[config.mk]
export PLATFORM = sky130hd
export DESIGN_NAME = meter_frame_deframer_unit
export DESIGN_NICKNAME = d
export VERILOG_FILES = /design/src/design/mfd_pkg.sv /design/src/design/meter_frame_deframer_unit.sv
export VERILOG_INCLUDE_DIRS = /design/src /design/src/design
export SDC_FILE = /design/constraint.sdc
export NUM_CORES = 1
export LEC_CHECK = 0
export BUFFER_PORTS_ARGS = -buffer_cell sky130_fd_sc_hd__buf_2
export CORE_MARGIN = 1
export CORE_UTILIZATION = 55
export CTS_CLUSTER_SIZE = 20
export DETAILED_ROUTE_END_ITERATION = 7
export GPL_TIMING_DRIVEN = 0
export HOLD_SLACK_MARGIN = 0.12
export PLACE_DENSITY = 0.84
export SKIP_LAST_GASP = 1
export SLEW_MARGIN = 20
export SYNTH_ARGS = -nofsm -noshare
export SYNTH_HDL_FRONTEND = slang
export SYNTH_SLANG_ARGS = --single-unit
[constraint.sdc]
create_clock -name clk -period 12.7 [get_ports clk]
set_clock_uncertainty 0.1 [all_clocks]
set_input_delay 1.27 -clock clk [delete_from_list [all_inputs] [get_ports clk]]
set_output_delay 1.27 -clock clk [all_outputs]
set_load 0.02 [all_outputs]
[src/design/meter_frame_deframer_unit_defines.svh]
// Assertion macros for the meter frame deframer.
// No dependencies; included by the top level only.
`ifndef METER_FRAME_DEFRAMER_UNIT_DEFINES_SVH
`define METER_FRAME_DEFRAMER_UNIT_DEFINES_SVH

`ifndef SYNTHESIS
`define MFD_ASSERT_IMP(lbl, ante, cons, msg) \
	lbl: assert property (@(posedge clk) disable iff (!arst_n) (ante) |-> (cons)) \
		else $error(msg);
`define MFD_ASSERT_NEXT(lbl, ante, cons, msg) \
	lbl: assert property (@(posedge clk) disable iff (!arst_n) (ante) |=> (cons)) \
		else $error(msg);
`else
`define MFD_ASSERT_IMP(lbl, ante, cons, msg)
`define MFD_ASSERT_NEXT(lbl, ante, cons, msg)
`endif

`endif

[src/design/mfd_pkg.sv]
// Shared widths, codes and types of the meter frame deframer.
// No dependencies.
package mfd_pkg;

	localparam int unsigned BYTE_W    = 8;
	localparam int unsigned LEN_W     = 14;
	localparam int unsigned ADDR_W    = 16;
	localparam int unsigned STATUS_W  = 3;
	localparam int unsigned CFG_IDX_W = 2;
	localparam int unsigned CFG_DAT_W = 14;

	localparam logic [LEN_W-1:0]  MIN_USER_LEN   = LEN_W'(8);
	localparam logic [LEN_W-1:0]  HDR_LAST_IDX   = LEN_W'(3);
	localparam logic [BYTE_W-1:0] START_BYTE_RST = 8'h68;
	localparam logic [BYTE_W-1:0] END_BYTE_RST   = 8'h16;
	localparam logic [LEN_W-1:0]  MAX_LEN_RST    = LEN_W'(1024);

	typedef enum logic [STATUS_W-1:0] {
		ST_OK        = 3'd0,
		ST_CSUM_BAD  = 3'd1,
		ST_END_BAD   = 3'd2,
		ST_LEN_RANGE = 3'd3,
		ST_NO_START2 = 3'd4
	} status_t;

	typedef enum logic [CFG_IDX_W-1:0] {
		CFG_START_BYTE = 2'd0,
		CFG_END_BYTE   = 2'd1,
		CFG_MAX_LEN    = 2'd2
	} cfg_idx_t;

	typedef enum logic [5:0] {
		PH_HUNT   = 6'b000001,
		PH_HEADER = 6'b000010,
		PH_START2 = 6'b000100,
		PH_USER   = 6'b001000,
		PH_CS     = 6'b010000,
		PH_END    = 6'b100000
	} phase_t;

	typedef struct packed {
		status_t             status;
		logic [BYTE_W-1:0]   control;
		logic [ADDR_W-1:0]   addr_a1;
		logic [ADDR_W-1:0]   addr_a2;
		logic [BYTE_W-1:0]   addr_a3;
		logic [BYTE_W-1:0]   afn;
		logic [BYTE_W-1:0]   seq;
		logic [LEN_W-1:0]    user_len;
		logic [BYTE_W-1:0]   received_sum;
	} result_t;

endpackage

[src/design/meter_frame_deframer_unit.sv]
// Byte-serial deframer for 1376.1 style meter frames: one received byte per request,
// one result per frame (or per rejected header). A byte is registered on entry and
// then passes through the frame state machine and checksum adder, and the result is
// registered in the output register; a new byte is taken every cycle unless stalled.
// Input stalls only while a result waits in the output register and out_ready is low.
// Depends on mfd_pkg and meter_frame_deframer_unit_defines.svh.
`include "meter_frame_deframer_unit_defines.svh"

module meter_frame_deframer_unit (
	input  logic                          clk,
	input  logic                          arst_n,
	input  logic                          cfg_valid,
	output logic                          cfg_ready,
	input  logic [mfd_pkg::CFG_IDX_W-1:0] cfg_index,
	input  logic [mfd_pkg::CFG_DAT_W-1:0] cfg_data,
	input  logic                          in_valid,
	output logic                          in_ready,
	input  logic [mfd_pkg::BYTE_W-1:0]    rx_byte,
	output logic                          out_valid,
	input  logic                          out_ready,
	output logic [mfd_pkg::STATUS_W-1:0]  status,
	output logic [mfd_pkg::BYTE_W-1:0]    control,
	output logic [mfd_pkg::ADDR_W-1:0]    addr_a1,
	output logic [mfd_pkg::ADDR_W-1:0]    addr_a2,
	output logic [mfd_pkg::BYTE_W-1:0]    addr_a3,
	output logic [mfd_pkg::BYTE_W-1:0]    afn,
	output logic [mfd_pkg::BYTE_W-1:0]    seq,
	output logic [mfd_pkg::LEN_W-1:0]     user_len,
	output logic [mfd_pkg::BYTE_W-1:0]    received_sum
);
	import mfd_pkg::*;

	// configuration
	logic [BYTE_W-1:0] start_byte_q, end_byte_q;
	logic [LEN_W-1:0]  max_len_q;

	// input stage
	logic              valid_s1;
	logic [BYTE_W-1:0] byte_s1;

	// frame state
	phase_t            phase_q, phase_d;
	logic [LEN_W-1:0]  byte_cnt_q, byte_cnt_d, byte_cnt_inc;
	logic [5:0]        len_lo_q, len_lo_d;
	logic [LEN_W-1:0]  user_len_q, user_len_d, hdr_len;
	logic [BYTE_W-1:0] run_sum_q, run_sum_d, csum_q, csum_d;
	logic [BYTE_W-1:0] control_q, control_d, a3_q, a3_d, afn_q, afn_d, seq_q, seq_d;
	logic [ADDR_W-1:0] a1_q, a1_d, a2_q, a2_d;

	// result
	logic              out_valid_q;
	result_t           res_q, res_d;
	logic              emit_s1, with_fields, out_free, fire_s1;
	status_t           res_status;

	assign cfg_ready = 1'b1;

	always_ff @(posedge clk or negedge arst_n) begin
		if (!arst_n) begin
			start_byte_q <= START_BYTE_RST;
			end_byte_q   <= END_BYTE_RST;
			max_len_q    <= MAX_LEN_RST;
		end else if (cfg_valid) begin
			case (cfg_index)
				CFG_START_BYTE: start_byte_q <= cfg_data[BYTE_W-1:0];
				CFG_END_BYTE:   end_byte_q   <= cfg_data[BYTE_W-1:0];
				CFG_MAX_LEN:    max_len_q    <= cfg_data[LEN_W-1:0];
				default:        ;
			endcase
		end
	end

	assign out_free = !out_valid_q || out_ready;
	assign fire_s1  = valid_s1 && out_free;
	assign in_ready = !valid_s1 || fire_s1;

	always_ff @(posedge clk or negedge arst_n) begin
		if (!arst_n) begin
			valid_s1 <= 1'b0;
		end else if (in_ready) begin
			valid_s1 <= in_valid;
		end
	end

	always_ff @(posedge clk) begin
		if (in_ready && in_valid) begin
			byte_s1 <= rx_byte;
		end
	end

	assign hdr_len      = {byte_s1, len_lo_q};
	assign byte_cnt_inc = byte_cnt_q + LEN_W'(1);

	always_comb begin
		phase_d    = phase_q;
		byte_cnt_d = byte_cnt_q;
		len_lo_d   = len_lo_q;
		user_len_d = user_len_q;
		run_sum_d  = run_sum_q;
		csum_d     = csum_q;
		control_d  = control_q;
		a1_d       = a1_q;
		a2_d       = a2_q;
		a3_d       = a3_q;
		afn_d      = afn_q;
		seq_d      = seq_q;
		emit_s1    = 1'b0;
		res_status = ST_OK;
		case (phase_q)
			PH_HUNT: begin
				if (byte_s1 == start_byte_q) begin
					phase_d    = PH_HEADER;
					byte_cnt_d = '0;
				end
			end
			PH_HEADER: begin
				if (byte_cnt_q == LEN_W'(0)) begin
					len_lo_d = byte_s1[7:2];
				end else if (byte_cnt_q == LEN_W'(1)) begin
					user_len_d = hdr_len;
				end
				if (byte_cnt_q == LEN_W'(1) &&
				    (hdr_len < MIN_USER_LEN || hdr_len > max_len_q)) begin
					emit_s1    = 1'b1;
					res_status = ST_LEN_RANGE;
					phase_d    = PH_HUNT;
				end else if (byte_cnt_q == HDR_LAST_IDX) begin
					byte_cnt_d = '0;
					phase_d    = PH_START2;
				end else begin
					byte_cnt_d = byte_cnt_inc;
				end
			end
			PH_START2: begin
				if (byte_s1 != start_byte_q) begin
					emit_s1    = 1'b1;
					res_status = ST_NO_START2;
					phase_d    = PH_HUNT;
				end else begin
					byte_cnt_d = '0;
					run_sum_d  = '0;
					phase_d    = PH_USER;
				end
			end
			PH_USER: begin
				run_sum_d = run_sum_q + byte_s1;
				if (byte_cnt_q[LEN_W-1:3] == '0) begin
					case (byte_cnt_q[2:0])
						3'd0:    control_d = byte_s1;
						3'd1:    a1_d      = {a1_q[15:8], byte_s1};
						3'd2:    a1_d      = {byte_s1, a1_q[7:0]};
						3'd3:    a2_d      = {a2_q[15:8], byte_s1};
						3'd4:    a2_d      = {byte_s1, a2_q[7:0]};
						3'd5:    a3_d      = byte_s1;
						3'd6:    afn_d     = byte_s1;
						default: seq_d     = byte_s1;
					endcase
				end
				byte_cnt_d = byte_cnt_inc;
				if (byte_cnt_inc >= user_len_q) begin
					phase_d = PH_CS;
				end
			end
			PH_CS: begin
				csum_d  = byte_s1;
				phase_d = PH_END;
			end
			PH_END: begin
				emit_s1 = 1'b1;
				phase_d = PH_HUNT;
				if (byte_s1 != end_byte_q) begin
					res_status = ST_END_BAD;
				end else if (csum_q != run_sum_q) begin
					res_status = ST_CSUM_BAD;
				end else begin
					res_status = ST_OK;
				end
			end
			default: phase_d = PH_HUNT;
		endcase
	end

	// results of rejected headers carry only the status and the length
	assign with_fields = (phase_q == PH_END);

	always_comb begin
		res_d.status       = res_status;
		res_d.control      = with_fields ? control_q : '0;
		res_d.addr_a1      = with_fields ? a1_q : '0;
		res_d.addr_a2      = with_fields ? a2_q : '0;
		res_d.addr_a3      = with_fields ? a3_q : '0;
		res_d.afn          = with_fields ? afn_q : '0;
		res_d.seq          = with_fields ? seq_q : '0;
		res_d.user_len     = user_len_d;
		res_d.received_sum = with_fields ? csum_q : '0;
	end

	always_ff @(posedge clk or negedge arst_n) begin
		if (!arst_n) begin
			phase_q    <= PH_HUNT;
			byte_cnt_q <= '0;
		end else if (fire_s1) begin
			phase_q    <= phase_d;
			byte_cnt_q <= byte_cnt_d;
		end
	end

	always_ff @(posedge clk) begin
		if (fire_s1) begin
			len_lo_q   <= len_lo_d;
			user_len_q <= user_len_d;
			run_sum_q  <= run_sum_d;
			csum_q     <= csum_d;
			control_q  <= control_d;
			a1_q       <= a1_d;
			a2_q       <= a2_d;
			a3_q       <= a3_d;
			afn_q      <= afn_d;
			seq_q      <= seq_d;
		end
	end

	always_ff @(posedge clk or negedge arst_n) begin
		if (!arst_n) begin
			out_valid_q <= 1'b0;
		end else if (out_free) begin
			out_valid_q <= fire_s1 && emit_s1;
		end
	end

	always_ff @(posedge clk) begin
		if (out_free && fire_s1 && emit_s1) begin
			res_q <= res_d;
		end
	end

	assign out_valid    = out_valid_q;
	assign status       = res_q.status;
	assign control      = res_q.control;
	assign addr_a1      = res_q.addr_a1;
	assign addr_a2      = res_q.addr_a2;
	assign addr_a3      = res_q.addr_a3;
	assign afn          = res_q.afn;
	assign seq          = res_q.seq;
	assign user_len     = res_q.user_len;
	assign received_sum = res_q.received_sum;

	`MFD_ASSERT_NEXT(a_emit_lands, fire_s1 && emit_s1, out_valid_q, "result lost")
	`MFD_ASSERT_IMP(a_err_clear, out_valid && status > ST_END_BAD, received_sum == '0, "error fields")
	`MFD_ASSERT_IMP(a_len_ok, out_valid && status != ST_LEN_RANGE, user_len >= MIN_USER_LEN, "short len")

endmodule
==> impl_metrics.ini <==
[critical_path]
cp.arrival_ns = 3.93
critPathSlowestCell = edfxtp_1
worstPathRequired_ns = 12.82
slowest_delay_ns = 0.60
crit_chain = ha_1 -> nand4_1 -> nor3_1 -> o31a_1 -> o211ai_1 -> a21boi_1 -> nor2_1 -> nor2_4 -> buf_12 -> buf_12
crit_type = flip-flop to flip-flop
worst_path_most_repeated_cell = buf_12
cp-end-kind = flip-flop
path_max_fanout = 30
critPathLaunchType = flip-flop

[synthesis]
yosysWarnings = 0
syn_avg_cell_area_um2 = 13.9
synth_top_area_share = 0.542
synth_seq_cells = 249
ys_types = 57
synth_area_mm2 = 0.0109
synth_edf_count = 197
synth_area_leaders = edfxtp_1, dfrtp_1, and2_1
synth_area_leader_cell = edfxtp_1
ys_async_sr_fraction = 0.209
syn_inst = 786
yosysSeqAreaShare = 0.663
synth_most_common_cell = edfxtp_1
ys_top_cells_by_count = edfxtp_1, and2_1, dfrtp_1
syn_nets = 856
ys.flop_type = edfxtp_1

[timing]
finalCriticalPeriod_ns = 3.81
fin_setup_tns_ns = 0
whs_ns = 0.404
setup_viol = 0
grt_setup_unrepaired = false
finalMaxSlewViolations = 0
clock.fmax_mhz = 263
worstMarginPinSlew_ns = 1.13
maxSlewHeadroom = 0.239
finalCritPeriodShare = 0.300
finalHoldViolations = 0

[detailed_routing]
wl_per_cell_um = 18.2
finalWirelength_um = 22300
drtAntennaViolNets = 0
drc = 0
firstDrtPassIters = 5
drt_iter0_drc = 456
via_per_inst = 5.47
vias = 6685

[global_route]
antenna_found_initial = 0
grt_max_degree = 53
grt_pass1_wl_um = 35300
grt_overflow = 0
grt_pass1_vias = 6680
track_usage = 0.229

[place]
dp.cells = 1174
placed_area_mm2 = 0.0119
place_congestion = 0.920
portBuffers = 119
hpwl_um = 15300

[cells_and_area]
fillers = 1350
area_growth_pct = 17.4
final-instance-count-excl-fill = 1222
multi_input_area_mm2 = 0.00339
drive_gt1_frac = 0.241
diodes = 0
post-route-cell-area_mm2 = 0.0128
nets = 1007
seqCellArea_mm2 = 0.00723

[cts]
cts_buffers = 26
cts-resized-gates = 0
postCtsHoldBufs = 0
cts.clk_slew.worst_paths_ns = 0.06
cts_sinks = 249
cts_tree = yes
root_buffer = clkbuf_16
postCtsSetupBuffers = 0
clock_latency_ns = 0.54
cts_buffer_depth = 3
htree_levels = 1

[floorplan]
io-pin-count = 121
die-area_mm2 = 0.0204
core_mm2 = 0.0195
initial_core_util = 0.560
core.rowCount = 51
die_w_um = 143
die_h_um = 143

[power_and_ir_drop]
finalPower_mw = 2.12
power.leakage_nw = 5.03
power_density_mw_per_mm2 = 165
peakVddDrop_uv = 115

[job]
max_cap_viol_count = 0

[worst_hold_path]
hold_path.class = flip-flop to flip-flop

[run_status]
status = finished, final reports clean
==> cells in the final DEF, fill, tap and decap left out, types with 3 or more instances in the layout <==
cell type	n
nor4_1	6
mux2_2	31
nor4_2	4
nand3b_1	4
nor2b_1	15
nand4_1	9
nand2b_1	7
a31oi_1	3
nor3_1	10
nor3b_1	4
and2_1	90
xnor2_1	26
clkbuf_16	26
o21a_1	5
buf_2	126
clkbuf_1	31
o21ai_0	27
a21oi_1	15
edfxtp_1	197
and3_1	15
buf_6	3
o211ai_1	3
dfrtp_1	44
clkinv_1	3
dfstp_2	8
inv_1	42
nand3_1	9
ha_1	40
xor2_1	16
nand2_1	36
o21ai_1	10
a21o_1	9
bufinv_16	3
mux2_1	4
nor2_1	26
==> state kept, by name, indices dropped and copies added, names as in the netlist, 14 cells and up <==
register    flops
a1_q           16
a2_q           16
addr_a1        16
addr_a2        16
byte_cnt_q     14
max_len_q      14
user_len       14
user_len_q     14
==> worst max-delay path, delay by kind of cell (launching register included) <==
| family | cells | cell delay, ns |
|---|---|---|
| compound gates | 3 | 0.70 |
| fa+ha+maj | 1 | 0.41 |
| buf+inv | 2 | 0.48 |
| flops | 1 | 0.60 |
| simple gates | 4 | 1.16 |
==> layout make-up <==
| class | instances | area share |
|---|---|---|
| Buffer | 33 | 0.0124 |
| Tap cell | 265 | 0.0259 |
| Clock buffer | 37 | 0.0556 |
| Clock inverter | 11 | 0.0115 |
| Sequential cell | 249 | 0.565 |
| Multi-Input combinational cell | 461 | 0.265 |
| Inverter | 43 | 0.0126 |
| Timing Repair Buffer | 123 | 0.0524 |
==> stage by stage <==
step | worst slack [ns] | util
after global routing | 8.70 | 0.658
final | 8.89 | 0.658
after CTS | 8.93 | 0.658
after floorplan | 6.67 | -
after detailed placement | 9.01 | 0.613
after global placement | 4.76 | 0.608
==> power by group <==
group,total [mW],internal (mW),switching (mW)
registers,1.01,0.967,0.0383
clock network,0.761,0.453,0.308
logic,0.349,0.128,0.221
==> final timing paths <==
| check | slack [ns] | start | depth (start not counted) | endpoint |
|---|---|---|---|---|
| max in group asynchronous | 11.34 | arst_n | 1 | byte_cnt_q[6] |
| worst max register to register | 8.89 | byte_s1[6] | 10 | addr_a2[4] |
| min in group asynchronous | 0.69 | arst_n | 1 | byte_cnt_q[0] |
| worst max-delay path | 8.89 | byte_s1[6] | 10 | addr_a2[4] |
| worst min register to register | 0.40 | max_len_q[13] | 1 | max_len_q[13] |
| worst min-delay path | 0.40 | max_len_q[13] | 1 | max_len_q[13] |
==> routing by layer <==
metal,part of all wire,routed length [um],GRT usage
met3,0.058,1300,0.0366
met5,0,0,0
met4,0.036,809,0.100
met2,0.50,11100,0.388
met1,0.41,9070,0.293
==> kinds of logic (layout without fill, tap and decap cells) <==
kind of cell    Yosys count  in the layout  synth area share
flops                   249            249             0.663
simple gates            247            247             0.131
compound gates           92             92            0.0556
buf+inv                  76            247            0.0294
xor+xnor                 42             42            0.0337
fa+ha+maj                41             41            0.0477
mux                      38             38            0.0398
other cells               1              1          0.000344
Note: power is estimated with default switching activity, not from simulation.
